--- src/rtl/lsos_pkg.sv ---
// Package with the constants and types of the lidar sector obstacle steering core.
`default_nettype none
package lsos_pkg;

	localparam int unsigned MAX_SCAN_POINTS = 4096;
	localparam int unsigned SECTOR_COUNT    = 8;
	localparam int unsigned IDX_W           = $clog2(MAX_SCAN_POINTS);
	localparam int unsigned NPTS_W          = 13;
	localparam int unsigned DIST_W          = 16;
	localparam int unsigned CMD_W           = 2;
	localparam int unsigned CFG_IDX_W       = 2;
	localparam int unsigned SEC_W           = $clog2(SECTOR_COUNT);

	localparam logic [DIST_W-1:0] FAR_MM = '1;

	typedef enum logic [CFG_IDX_W-1:0] {
		REG_SCAN_POINTS    = 2'd0,
		REG_FRONT_LIMIT_MM = 2'd1,
		REG_SIDE_LIMIT_MM  = 2'd2,
		REG_SIDES_CLOSE_MM = 2'd3
	} reg_idx_t;

	typedef enum logic {
		OP_SAMPLE = 1'b0,
		OP_TICK   = 1'b1
	} op_t;

	localparam logic [SEC_W-1:0] SEC_FRONT       = 3'd0;
	localparam logic [SEC_W-1:0] SEC_FRONT_LEFT  = 3'd1;
	localparam logic [SEC_W-1:0] SEC_LEFT        = 3'd2;
	localparam logic [SEC_W-1:0] SEC_RIGHT       = 3'd6;
	localparam logic [SEC_W-1:0] SEC_FRONT_RIGHT = 3'd7;

	localparam logic signed [CMD_W-1:0] CMD_POS  = 2'sb01;
	localparam logic signed [CMD_W-1:0] CMD_ZERO = 2'sb00;
	localparam logic signed [CMD_W-1:0] CMD_NEG  = 2'sb11;

	typedef logic [SECTOR_COUNT-1:0][DIST_W-1:0] sector_mins_t;

endpackage : lsos_pkg
`default_nettype wire

--- src/rtl/lidar_sector_obstacle_steering_core.sv ---
// Top level of the lidar sector obstacle steering core.
//
//  channel | direction | handshake                | payload
//  s_      | in        | s_tvalid / s_tready      | tdata: range_mm, range_finite;
//          |           |                          | tuser: operation; tlast: last_of_scan
//  m_      | out       | m_tvalid / m_tready      | tdata: forward_cmd, strafe_cmd, turn_cmd
//  cfg_    | in        | cfg_valid / cfg_ready    | cfg_index, cfg_data
//
// One word is accepted per cycle while s_tready is high. A word is registered in
// the input stage and handled from there; a tick word goes on from the input
// stage into the output register. Samples give no output word and never stall.
// A tick in the input stage waits only while the output register is full and
// not being taken, which then holds s_tready low. Reset sets all sector minima
// to far and the registers to their default values; no clearing pass is needed.
`default_nettype none
module lidar_sector_obstacle_steering_core
	import lsos_pkg::*;
(
	input  wire logic                 clk,
	input  wire logic                 arst_n,
	input  wire logic                 s_tvalid,
	output logic                      s_tready,
	input  wire logic [23:0]          s_tdata,   // [15:0] range_mm, [16] range_finite, zeros
	input  wire logic [0:0]           s_tuser,   // [0] operation
	input  wire logic                 s_tlast,
	output logic                      m_tvalid,
	input  wire logic                 m_tready,
	output logic [7:0]                m_tdata,   // [1:0] forward_cmd, [3:2] strafe_cmd,
	                                             // [5:4] turn_cmd, zeros
	input  wire logic                 cfg_valid,
	output logic                      cfg_ready,
	input  wire logic [CFG_IDX_W-1:0] cfg_index,
	input  wire logic [DIST_W-1:0]    cfg_data
);

	logic [NPTS_W-1:0] scan_points_q;
	logic [DIST_W-1:0] front_limit_q;
	logic [DIST_W-1:0] side_limit_q;
	logic [DIST_W-1:0] sides_close_q;

	logic              valid_s1;
	op_t               op_s1;
	logic [DIST_W-1:0] range_s1;
	logic              finite_s1;
	logic              last_s1;

	logic [IDX_W-1:0]  idx_q;
	sector_mins_t      running_q;
	sector_mins_t      held_q;
	sector_mins_t      running_nxt;

	logic              out_valid_q;
	logic [7:0]        out_data_q;

	logic              advance;
	logic              do_sample;
	logic              do_tick;
	logic              commit;

	logic [NPTS_W-1:0] n_clamp;
	logic [NPTS_W-4:0] sec_len;
	logic [NPTS_W-5:0] half_len;
	logic [NPTS_W-1:0] bound [SECTOR_COUNT];
	logic [NPTS_W-1:0] front_tail;
	logic [NPTS_W-1:0] k_ext;
	logic [DIST_W-1:0] sample_v;
	logic [SECTOR_COUNT-1:0] hit;

	logic              front_blk;
	logic              left_blk;
	logic              right_blk;
	logic              corridor;
	logic signed [CMD_W-1:0] fwd_cmd;
	logic signed [CMD_W-1:0] strafe_cmd;
	logic signed [CMD_W-1:0] turn_cmd;

	assign cfg_ready = 1'b1;

	always_ff @(posedge clk or negedge arst_n) begin
		if (!arst_n) begin
			scan_points_q <= NPTS_W'(360);
			front_limit_q <= DIST_W'(350);
			side_limit_q  <= DIST_W'(220);
			sides_close_q <= DIST_W'(400);
		end else if (cfg_valid) begin
			case (reg_idx_t'(cfg_index))
				REG_SCAN_POINTS:    scan_points_q <= cfg_data[NPTS_W-1:0];
				REG_FRONT_LIMIT_MM: front_limit_q <= cfg_data;
				REG_SIDE_LIMIT_MM:  side_limit_q  <= cfg_data;
				REG_SIDES_CLOSE_MM: sides_close_q <= cfg_data;
				default: ;
			endcase
		end
	end

	assign advance   = !valid_s1 || (op_s1 == OP_SAMPLE) || !out_valid_q || m_tready;
	assign s_tready  = advance;
	assign do_sample = valid_s1 && (op_s1 == OP_SAMPLE);
	assign do_tick   = valid_s1 && (op_s1 == OP_TICK) && advance;
	assign commit    = do_sample && last_s1;

	always_ff @(posedge clk or negedge arst_n) begin
		if (!arst_n) begin
			valid_s1 <= 1'b0;
		end else if (advance) begin
			valid_s1 <= s_tvalid;
		end
	end

	always_ff @(posedge clk) begin
		if (advance && s_tvalid) begin
			op_s1     <= op_t'(s_tuser[0]);
			range_s1  <= s_tdata[DIST_W-1:0];
			finite_s1 <= s_tdata[DIST_W];
			last_s1   <= s_tlast;
		end
	end

	always_comb begin
		n_clamp = (scan_points_q > NPTS_W'(MAX_SCAN_POINTS)) ?
			NPTS_W'(MAX_SCAN_POINTS) : scan_points_q;
		sec_len  = n_clamp[NPTS_W-1:3];
		half_len = sec_len[NPTS_W-4:1];
		for (int i = 0; i < SECTOR_COUNT; i++) begin
			bound[i] = NPTS_W'(NPTS_W'(sec_len) * NPTS_W'(i));
		end
		front_tail = bound[SECTOR_COUNT-1] + NPTS_W'(half_len);
		k_ext      = NPTS_W'(idx_q);
		sample_v   = finite_s1 ? range_s1 : FAR_MM;

		hit    = '0;
		hit[0] = (k_ext < NPTS_W'(half_len)) || (k_ext >= front_tail);
		for (int i = 1; i < SECTOR_COUNT - 1; i++) begin
			hit[i] = (k_ext >= bound[i]) && (k_ext < bound[i+1]);
		end
		hit[SECTOR_COUNT-1] = k_ext >= bound[SECTOR_COUNT-1];
		if (k_ext >= n_clamp) begin
			hit = '0;
		end

		for (int i = 0; i < SECTOR_COUNT; i++) begin
			running_nxt[i] = (hit[i] && (sample_v < running_q[i])) ? sample_v : running_q[i];
		end
	end

	always_ff @(posedge clk or negedge arst_n) begin
		if (!arst_n) begin
			idx_q     <= '0;
			running_q <= {SECTOR_COUNT{FAR_MM}};
			held_q    <= {SECTOR_COUNT{FAR_MM}};
		end else if (do_sample) begin
			if (last_s1) begin
				idx_q     <= '0;
				held_q    <= running_nxt;
				running_q <= {SECTOR_COUNT{FAR_MM}};
			end else begin
				idx_q     <= idx_q + IDX_W'(1);
				running_q <= running_nxt;
			end
		end
	end

	always_comb begin
		front_blk  = held_q[SEC_FRONT] < front_limit_q;
		left_blk   = held_q[SEC_LEFT] < side_limit_q;
		right_blk  = held_q[SEC_RIGHT] < side_limit_q;
		corridor   = (held_q[SEC_LEFT] < sides_close_q) && (held_q[SEC_RIGHT] < sides_close_q);
		fwd_cmd    = CMD_ZERO;
		strafe_cmd = CMD_ZERO;
		turn_cmd   = CMD_ZERO;
		if (!front_blk && corridor) begin
			fwd_cmd = CMD_POS;
		end else if (!front_blk) begin
			if (!left_blk && right_blk) begin
				strafe_cmd = CMD_POS;
			end else if (left_blk && !right_blk) begin
				strafe_cmd = CMD_NEG;
			end else begin
				fwd_cmd = CMD_POS;
			end
		end else begin
			turn_cmd = (held_q[SEC_FRONT_LEFT] > held_q[SEC_FRONT_RIGHT]) ? CMD_POS : CMD_NEG;
		end
	end

	always_ff @(posedge clk or negedge arst_n) begin
		if (!arst_n) begin
			out_valid_q <= 1'b0;
		end else if (do_tick) begin
			out_valid_q <= 1'b1;
		end else if (m_tready) begin
			out_valid_q <= 1'b0;
		end
	end

	always_ff @(posedge clk) begin
		if (do_tick) begin
			out_data_q <= {2'b00, turn_cmd, strafe_cmd, fwd_cmd};
		end
	end

	assign m_tvalid = out_valid_q;
	assign m_tdata  = out_data_q;

	a_ready_low_only_for_tick: assert property (@(posedge clk) disable iff (!arst_n)
		!s_tready |-> (valid_s1 && op_s1 == OP_TICK && out_valid_q))
		else $error("input stalled without a waiting tick");

	a_commit_resets_index: assert property (@(posedge clk) disable iff (!arst_n)
		commit |=> (idx_q == '0 && running_q == {SECTOR_COUNT{FAR_MM}}))
		else $error("commit did not restart the scan");

	a_held_only_on_commit: assert property (@(posedge clk) disable iff (!arst_n)
		!commit |=> $stable(held_q))
		else $error("held minima changed without a commit");

	a_one_motion: assert property (@(posedge clk) disable iff (!arst_n)
		m_tvalid |-> ($countones({m_tdata[1:0] != 2'b00, m_tdata[3:2] != 2'b00,
			m_tdata[5:4] != 2'b00}) == 1))
		else $error("output word must carry exactly one motion");

endmodule : lidar_sector_obstacle_steering_core
`default_nettype wire
--- config.mk ---
export PLATFORM = sky130hd
export DESIGN_NAME = lidar_sector_obstacle_steering_core
export DESIGN_NICKNAME = d
export VERILOG_FILES = /design/src/rtl/lsos_pkg.sv /design/src/rtl/lidar_sector_obstacle_steering_core.sv
export SDC_FILE = /design/constraint.sdc
export NUM_CORES = 1
export LEC_CHECK = 0
export BUFFER_PORTS_ARGS = -buffer_cell sky130_fd_sc_hd__buf_2
export CAP_MARGIN = 20
export CORE_MARGIN = 1
export CORE_UTILIZATION = 55
export CTS_BUF_LIST = sky130_fd_sc_hd__clkbuf_16
export CTS_CLUSTER_SIZE = 40
export DETAILED_ROUTE_END_ITERATION = 10
export PLACE_DENSITY = 0.81
export SYNTH_ARGS = -nofsm -noshare
export SYNTH_HDL_FRONTEND = slang
export SYNTH_SLANG_ARGS = --single-unit
--- constraint.sdc ---
create_clock -name clk -period 7.2 [get_ports clk]
set_input_delay 0 -clock clk [delete_from_list [all_inputs] [get_ports clk]]
set_output_delay 0 -clock clk [all_outputs]
set_load 0.005 [all_outputs]
==> flow_results.xml <==
<?xml version="1.0" encoding="UTF-8"?>
<metrics>
  <group name="die">
    <metric name="fp.dieH" unit="µm">186</metric>
    <metric name="num_io_pins" unit="">60</metric>
    <metric name="initial_utilization" unit="%">56.4</metric>
    <metric name="die-area" unit="µm²">34500</metric>
    <metric name="rows" unit="">66</metric>
    <metric name="coreArea" unit="µm²">32900</metric>
    <metric name="horiz_die_dim" unit="µm">186</metric>
  </group>
  <group name="status">
    <metric name="run_status" unit="">complete, no violations</metric>
  </group>
  <group name="critical_path">
    <metric name="critical_path_start_type" unit="">flop</metric>
    <metric name="worstPathRequired" unit="ps">7670</metric>
    <metric name="worstSetupPathType" unit="">flop to flop</metric>
    <metric name="rr_endpoint" unit="">held_q[5]</metric>
    <metric name="cpMaxStageDelayCell" unit="">sky130_fd_sc_hd__fa_1</metric>
    <metric name="worstPathArrival" unit="ps">6980</metric>
    <metric name="ff2ff_path_depth" unit="">23</metric>
    <metric name="rr_startpoint" unit="">scan_points_q[12]</metric>
    <metric name="crit_path_max_fanout" unit="">43</metric>
    <metric name="critical_path.endpoint_type" unit="">flop</metric>
    <metric name="worst_path_largest_cell_delay" unit="ps">500</metric>
    <metric name="crit_chain" unit="">inv_1 -&gt; nand2_1 -&gt; inv_1 -&gt; fa_1 -&gt; ha_1 -&gt; fa_1 -&gt; a211oi_1 -&gt; o21bai_1 -&gt; a21oi_1 -&gt; xnor2_1 -&gt; ha_1 -&gt; nand2_1 -&gt; o21ai_0 -&gt; nand2_1 -&gt; xnor2_1 -&gt; ha_1 -&gt; or4_1 -&gt; a211oi_1 -&gt; a211oi_1 -&gt; a32o_1 -&gt; buf_4 -&gt; a41o_1 -&gt; o21ai_0</metric>
    <metric name="reg2reg_setup_slack" unit="ps">700</metric>
  </group>
  <group name="finish">
    <metric name="mostFrequentLayoutCell" unit="">sky130_fd_sc_hd__ha_1</metric>
    <metric name="most-common-layout-cells" unit="">sky130_fd_sc_hd__ha_1 (277), sky130_fd_sc_hd__inv_1 (192), sky130_fd_sc_hd__dfstp_2 (178)</metric>
    <metric name="post_layout_nonfiller_instances" unit="">2423</metric>
    <metric name="antenna_cells" unit="">0</metric>
    <metric name="syn_to_final_growth" unit="%">10.3</metric>
    <metric name="post_route_cells_drive_above_1_share" unit="%">18.3</metric>
    <metric name="nets" unit="">2296</metric>
  </group>
  <group name="clock_network">
    <metric name="cts_max_level" unit="">1</metric>
    <metric name="postCtsHoldBufs" unit="">43</metric>
    <metric name="clkLatencyLatePin" unit="ps">550</metric>
    <metric name="post_cts_buffers" unit="">0</metric>
    <metric name="clkTransAtPathRegs" unit="ps">60</metric>
    <metric name="tritoncts_num_sinks" unit="">259</metric>
    <metric name="clock_tree.buffer_depth" unit="">3</metric>
    <metric name="root_buffer" unit="">sky130_fd_sc_hd__clkbuf_16</metric>
    <metric name="cts_tree" unit="">yes</metric>
    <metric name="cts_inserted_buffers" unit="">28</metric>
    <metric name="ctsResizeCount" unit="">0</metric>
  </group>
  <group name="global_routing">
    <metric name="antenna_found_initial" unit="">0</metric>
    <metric name="grt_util_met3" unit="%">3.37</metric>
    <metric name="grt_pass1_wl" unit="mm">78.2</metric>
    <metric name="overflow" unit="">0</metric>
    <metric name="global_route.peak_usage_layer" unit="">met2</metric>
    <metric name="met2_usage" unit="%">46.9</metric>
    <metric name="grt_usage" unit="%">28.6</metric>
    <metric name="grt_max_degree" unit="">129</metric>
    <metric name="global_route.usage.met1" unit="%">39.8</metric>
    <metric name="grt_pass1_vias" unit="">15070</metric>
  </group>
  <group name="hold_path">
    <metric name="hold_path_depth" unit="">3</metric>
    <metric name="worst_hold_path.endpoint" unit="">scan_points_q[5]</metric>
    <metric name="worst_hold_path_type" unit="">primary input to flop</metric>
    <metric name="holdCritStartpoint" unit="">cfg_valid</metric>
  </group>
  <group name="logic_synthesis">
    <metric name="synth_sequential_area_ratio" unit="%">36.8</metric>
    <metric name="synth_seq_cells" unit="">259</metric>
    <metric name="yosysWarningCount" unit="">0</metric>
    <metric name="synth_cell_types" unit="">73</metric>
    <metric name="synth_top_flop_cell" unit="">sky130_fd_sc_hd__dfstp_2</metric>
    <metric name="asyncSetResetFlopFracSynth" unit="%">90.7</metric>
    <metric name="syn_area" unit="µm²">18500</metric>
    <metric name="number_of_enable_type_register_cells_in_the_synthesized_netlist" unit="">24</metric>
    <metric name="synthesis.area_per_instance" unit="µm²">9.71</metric>
    <metric name="netlist_instances" unit="">1911</metric>
  </group>
  <group name="sta">
    <metric name="timing_hold_violations_final" unit="">0</metric>
    <metric name="final-setup-viol-count" unit="">0</metric>
    <metric name="rsz0062_at_grt" unit="">false</metric>
    <metric name="post-route-period-util" unit="%">90.3</metric>
    <metric name="finalWorstSetupSlack" unit="ps">697</metric>
    <metric name="max_slew_margin" unit="%">28.1</metric>
    <metric name="period_minus_slack" unit="ps">6500</metric>
    <metric name="fin_setup_tns" unit="ps">0</metric>
    <metric name="pins_over_slew_limit" unit="">0</metric>
    <metric name="worst_pin_slew" unit="ps">1080</metric>
    <metric name="timing.clock.skew" unit="ps">12.6</metric>
    <metric name="clock.fmax" unit="MHz">154</metric>
  </group>
  <group name="pwr">
    <metric name="internal-power" unit="mW">3.97</metric>
    <metric name="share_comb_of_total_power" unit="%">43.8</metric>
    <metric name="leakagePower" unit="nW">9.52</metric>
    <metric name="power.share.sequential" unit="%">34.3</metric>
    <metric name="switching_part_of_the_total_power" unit="%">38.3</metric>
    <metric name="power_switching" unit="mW">2.46</metric>
    <metric name="irDropWorstVdd" unit="mV">0.244</metric>
    <metric name="cellPowerDensity" unit="nW/µm²">314</metric>
    <metric name="clkPwrFrac" unit="%">21.9</metric>
  </group>
  <group name="drt">
    <metric name="avgRoutedWirePerCell" unit="µm">19.8</metric>
    <metric name="detailedRoute.firstPassIterationCount" unit="">6</metric>
    <metric name="post-route-drc-count" unit="">0</metric>
    <metric name="detail_route.vias_per_cell" unit="">6.29</metric>
    <metric name="drt.antenna.violating_nets" unit="">0</metric>
    <metric name="route.final.wire_length" unit="mm">48.1</metric>
    <metric name="num_vias" unit="">15244</metric>
    <metric name="detail_route.iter0.violations" unit="">1356</metric>
  </group>
  <group name="placed_design">
    <metric name="place.detailed.hpwl" unit="mm">34.5</metric>
    <metric name="place.detailed.instances" unit="">2328</metric>
    <metric name="finalWeightedCongestion" unit="">0.923</metric>
    <metric name="dp_worst_setup_slack" unit="ps">800</metric>
    <metric name="port-buffer-count" unit="">48</metric>
  </group>
  <group name="run">
    <metric name="max-cap-violations" unit="">0</metric>
  </group>
</metrics>
-- sequential cells by signal, indices dropped and copies added, names as in the netlist, 12 cells and up --
signal         cells
side_limit_q      16
held_q            80
scan_points_q     13
idx_q             12
running_q         80
sides_close_q     16
range_s1          16
front_limit_q     16
-- power by group through the flow --
stage	Sequential (mW)	Clock, mW	Combinational [mW]
3_5_place_dp	2.22	0	2.74
2_1_floorplan	2.13	0	2.11
4_1_cts	2.20	1.42	2.80
3_3_place_gp	2.20	0	2.60
6_report	2.21	1.41	2.82
5_1_grt	2.24	1.48	3.18
-- critical path, delay by kind of cell (launching register included) --
family | cells | cell delay [ps]
DFF | 1 | 380
xor gates and xnor gates | 2 | 260
adders and majority gates | 5 | 1700
and+or+nand+nor | 4 | 980
buffers and inverters | 3 | 1010
AOI/OAI and AO/OA | 9 | 2080
-- worst max path at each step --
stage,start,to,slack [ps],cells past startpoint
finish,scan_points_q[12],held_q[5],700,23
global route,scan_points_q[12],held_q[5],300,23
global placement,scan_points_q[12],held_q[15],1000,24
detailed placement,scan_points_q[12],held_q[6],800,23
CTS,scan_points_q[12],held_q[5],760,23
floorplan,scan_points_q[12],running_q[0],1420,26
-- synth_stat cells (5+ instances only) --
cell	instances	area, µm²
sky130_fd_sc_hd__a211oi_1	22	165
sky130_fd_sc_hd__a21o_1	50	375
sky130_fd_sc_hd__a21oi_1	81	405
sky130_fd_sc_hd__a221o_1	6	60.1
sky130_fd_sc_hd__a221oi_1	50	438
sky130_fd_sc_hd__a31oi_1	5	31.3
sky130_fd_sc_hd__a41o_1	11	110
sky130_fd_sc_hd__buf_1	9	33.8
sky130_fd_sc_hd__buf_2	15	75.1
sky130_fd_sc_hd__clkbuf_1	68	255
sky130_fd_sc_hd__dfrtp_1	57	1430
sky130_fd_sc_hd__dfstp_2	178	4680
sky130_fd_sc_hd__edfxtp_1	24	721
sky130_fd_sc_hd__fa_1	11	220
sky130_fd_sc_hd__ha_1	277	3470
sky130_fd_sc_hd__inv_1	188	706
sky130_fd_sc_hd__mux2_2	60	676
sky130_fd_sc_hd__mux2i_1	16	160
sky130_fd_sc_hd__nand2_1	145	544
sky130_fd_sc_hd__nand2b_1	21	131
sky130_fd_sc_hd__nand3_1	80	400
sky130_fd_sc_hd__nand3b_1	5	37.5
sky130_fd_sc_hd__nand4_1	34	213
sky130_fd_sc_hd__nor2_1	88	330
sky130_fd_sc_hd__nor2b_1	20	125
sky130_fd_sc_hd__nor3_1	64	320
sky130_fd_sc_hd__nor4_1	13	81.3
sky130_fd_sc_hd__o211a_1	8	80.1
sky130_fd_sc_hd__o211ai_1	11	82.6
sky130_fd_sc_hd__o21a_1	28	210
sky130_fd_sc_hd__o21ai_0	79	395
sky130_fd_sc_hd__o21ai_1	9	45.0
sky130_fd_sc_hd__o22a_1	12	105
sky130_fd_sc_hd__o311a_1	16	160
sky130_fd_sc_hd__o311ai_0	43	377
sky130_fd_sc_hd__o311ai_1	6	52.6
sky130_fd_sc_hd__or3_1	6	37.5
sky130_fd_sc_hd__xnor2_1	13	114
sky130_fd_sc_hd__xor2_1	13	114
-- per-stage QoR --
| step | hold slack, ps | utilization, % | power [mW] | cell area (µm²) |
|---|---|---|---|---|
| floorplan | -296 | - | 4.24 | 18600 |
| global placement | 159 | 58.3 | 4.80 | 19100 |
| detailed placement | 166 | 58.3 | 4.96 | 19100 |
| CTS | 73.7 | 62.3 | 6.41 | 20500 |
| global route | 97.3 | 62.3 | 6.90 | 20500 |
| finish | 89.1 | 62.3 | 6.43 | 20500 |
-- logic make-up after synthesis --
kind of cell             count (synthesis)  synth area share [%]
buffers and inverters                  286                  6.05
flip-flops                             259                  36.8
AO/OA/AOI/OAI                          477                  18.6
multiplexers                            77                  4.57
XOR/XNOR                                26                  1.23
other                                    2                0.0405
adder cells (fa/ha/maj)                288                  19.9
AND/OR/NAND/NOR                        496                  12.9
-- routing by layer --
layer	routed length [µm]	vias up
li1	-	7138
met1	21800	7554
met2	22300	464
met3	2650	88
met4	1290	0
met5	0	-
-- layout make-up --
type	count	area, µm²
fillers	2668	12400
multi-input cells	1368	10600
flip-flops and latches	259	6820
repair buffers	114	853
clock buffers	29	726
inverters	188	706
well taps	442	553
clock inverters	23	163
Power figures use the tool's default switching activity.
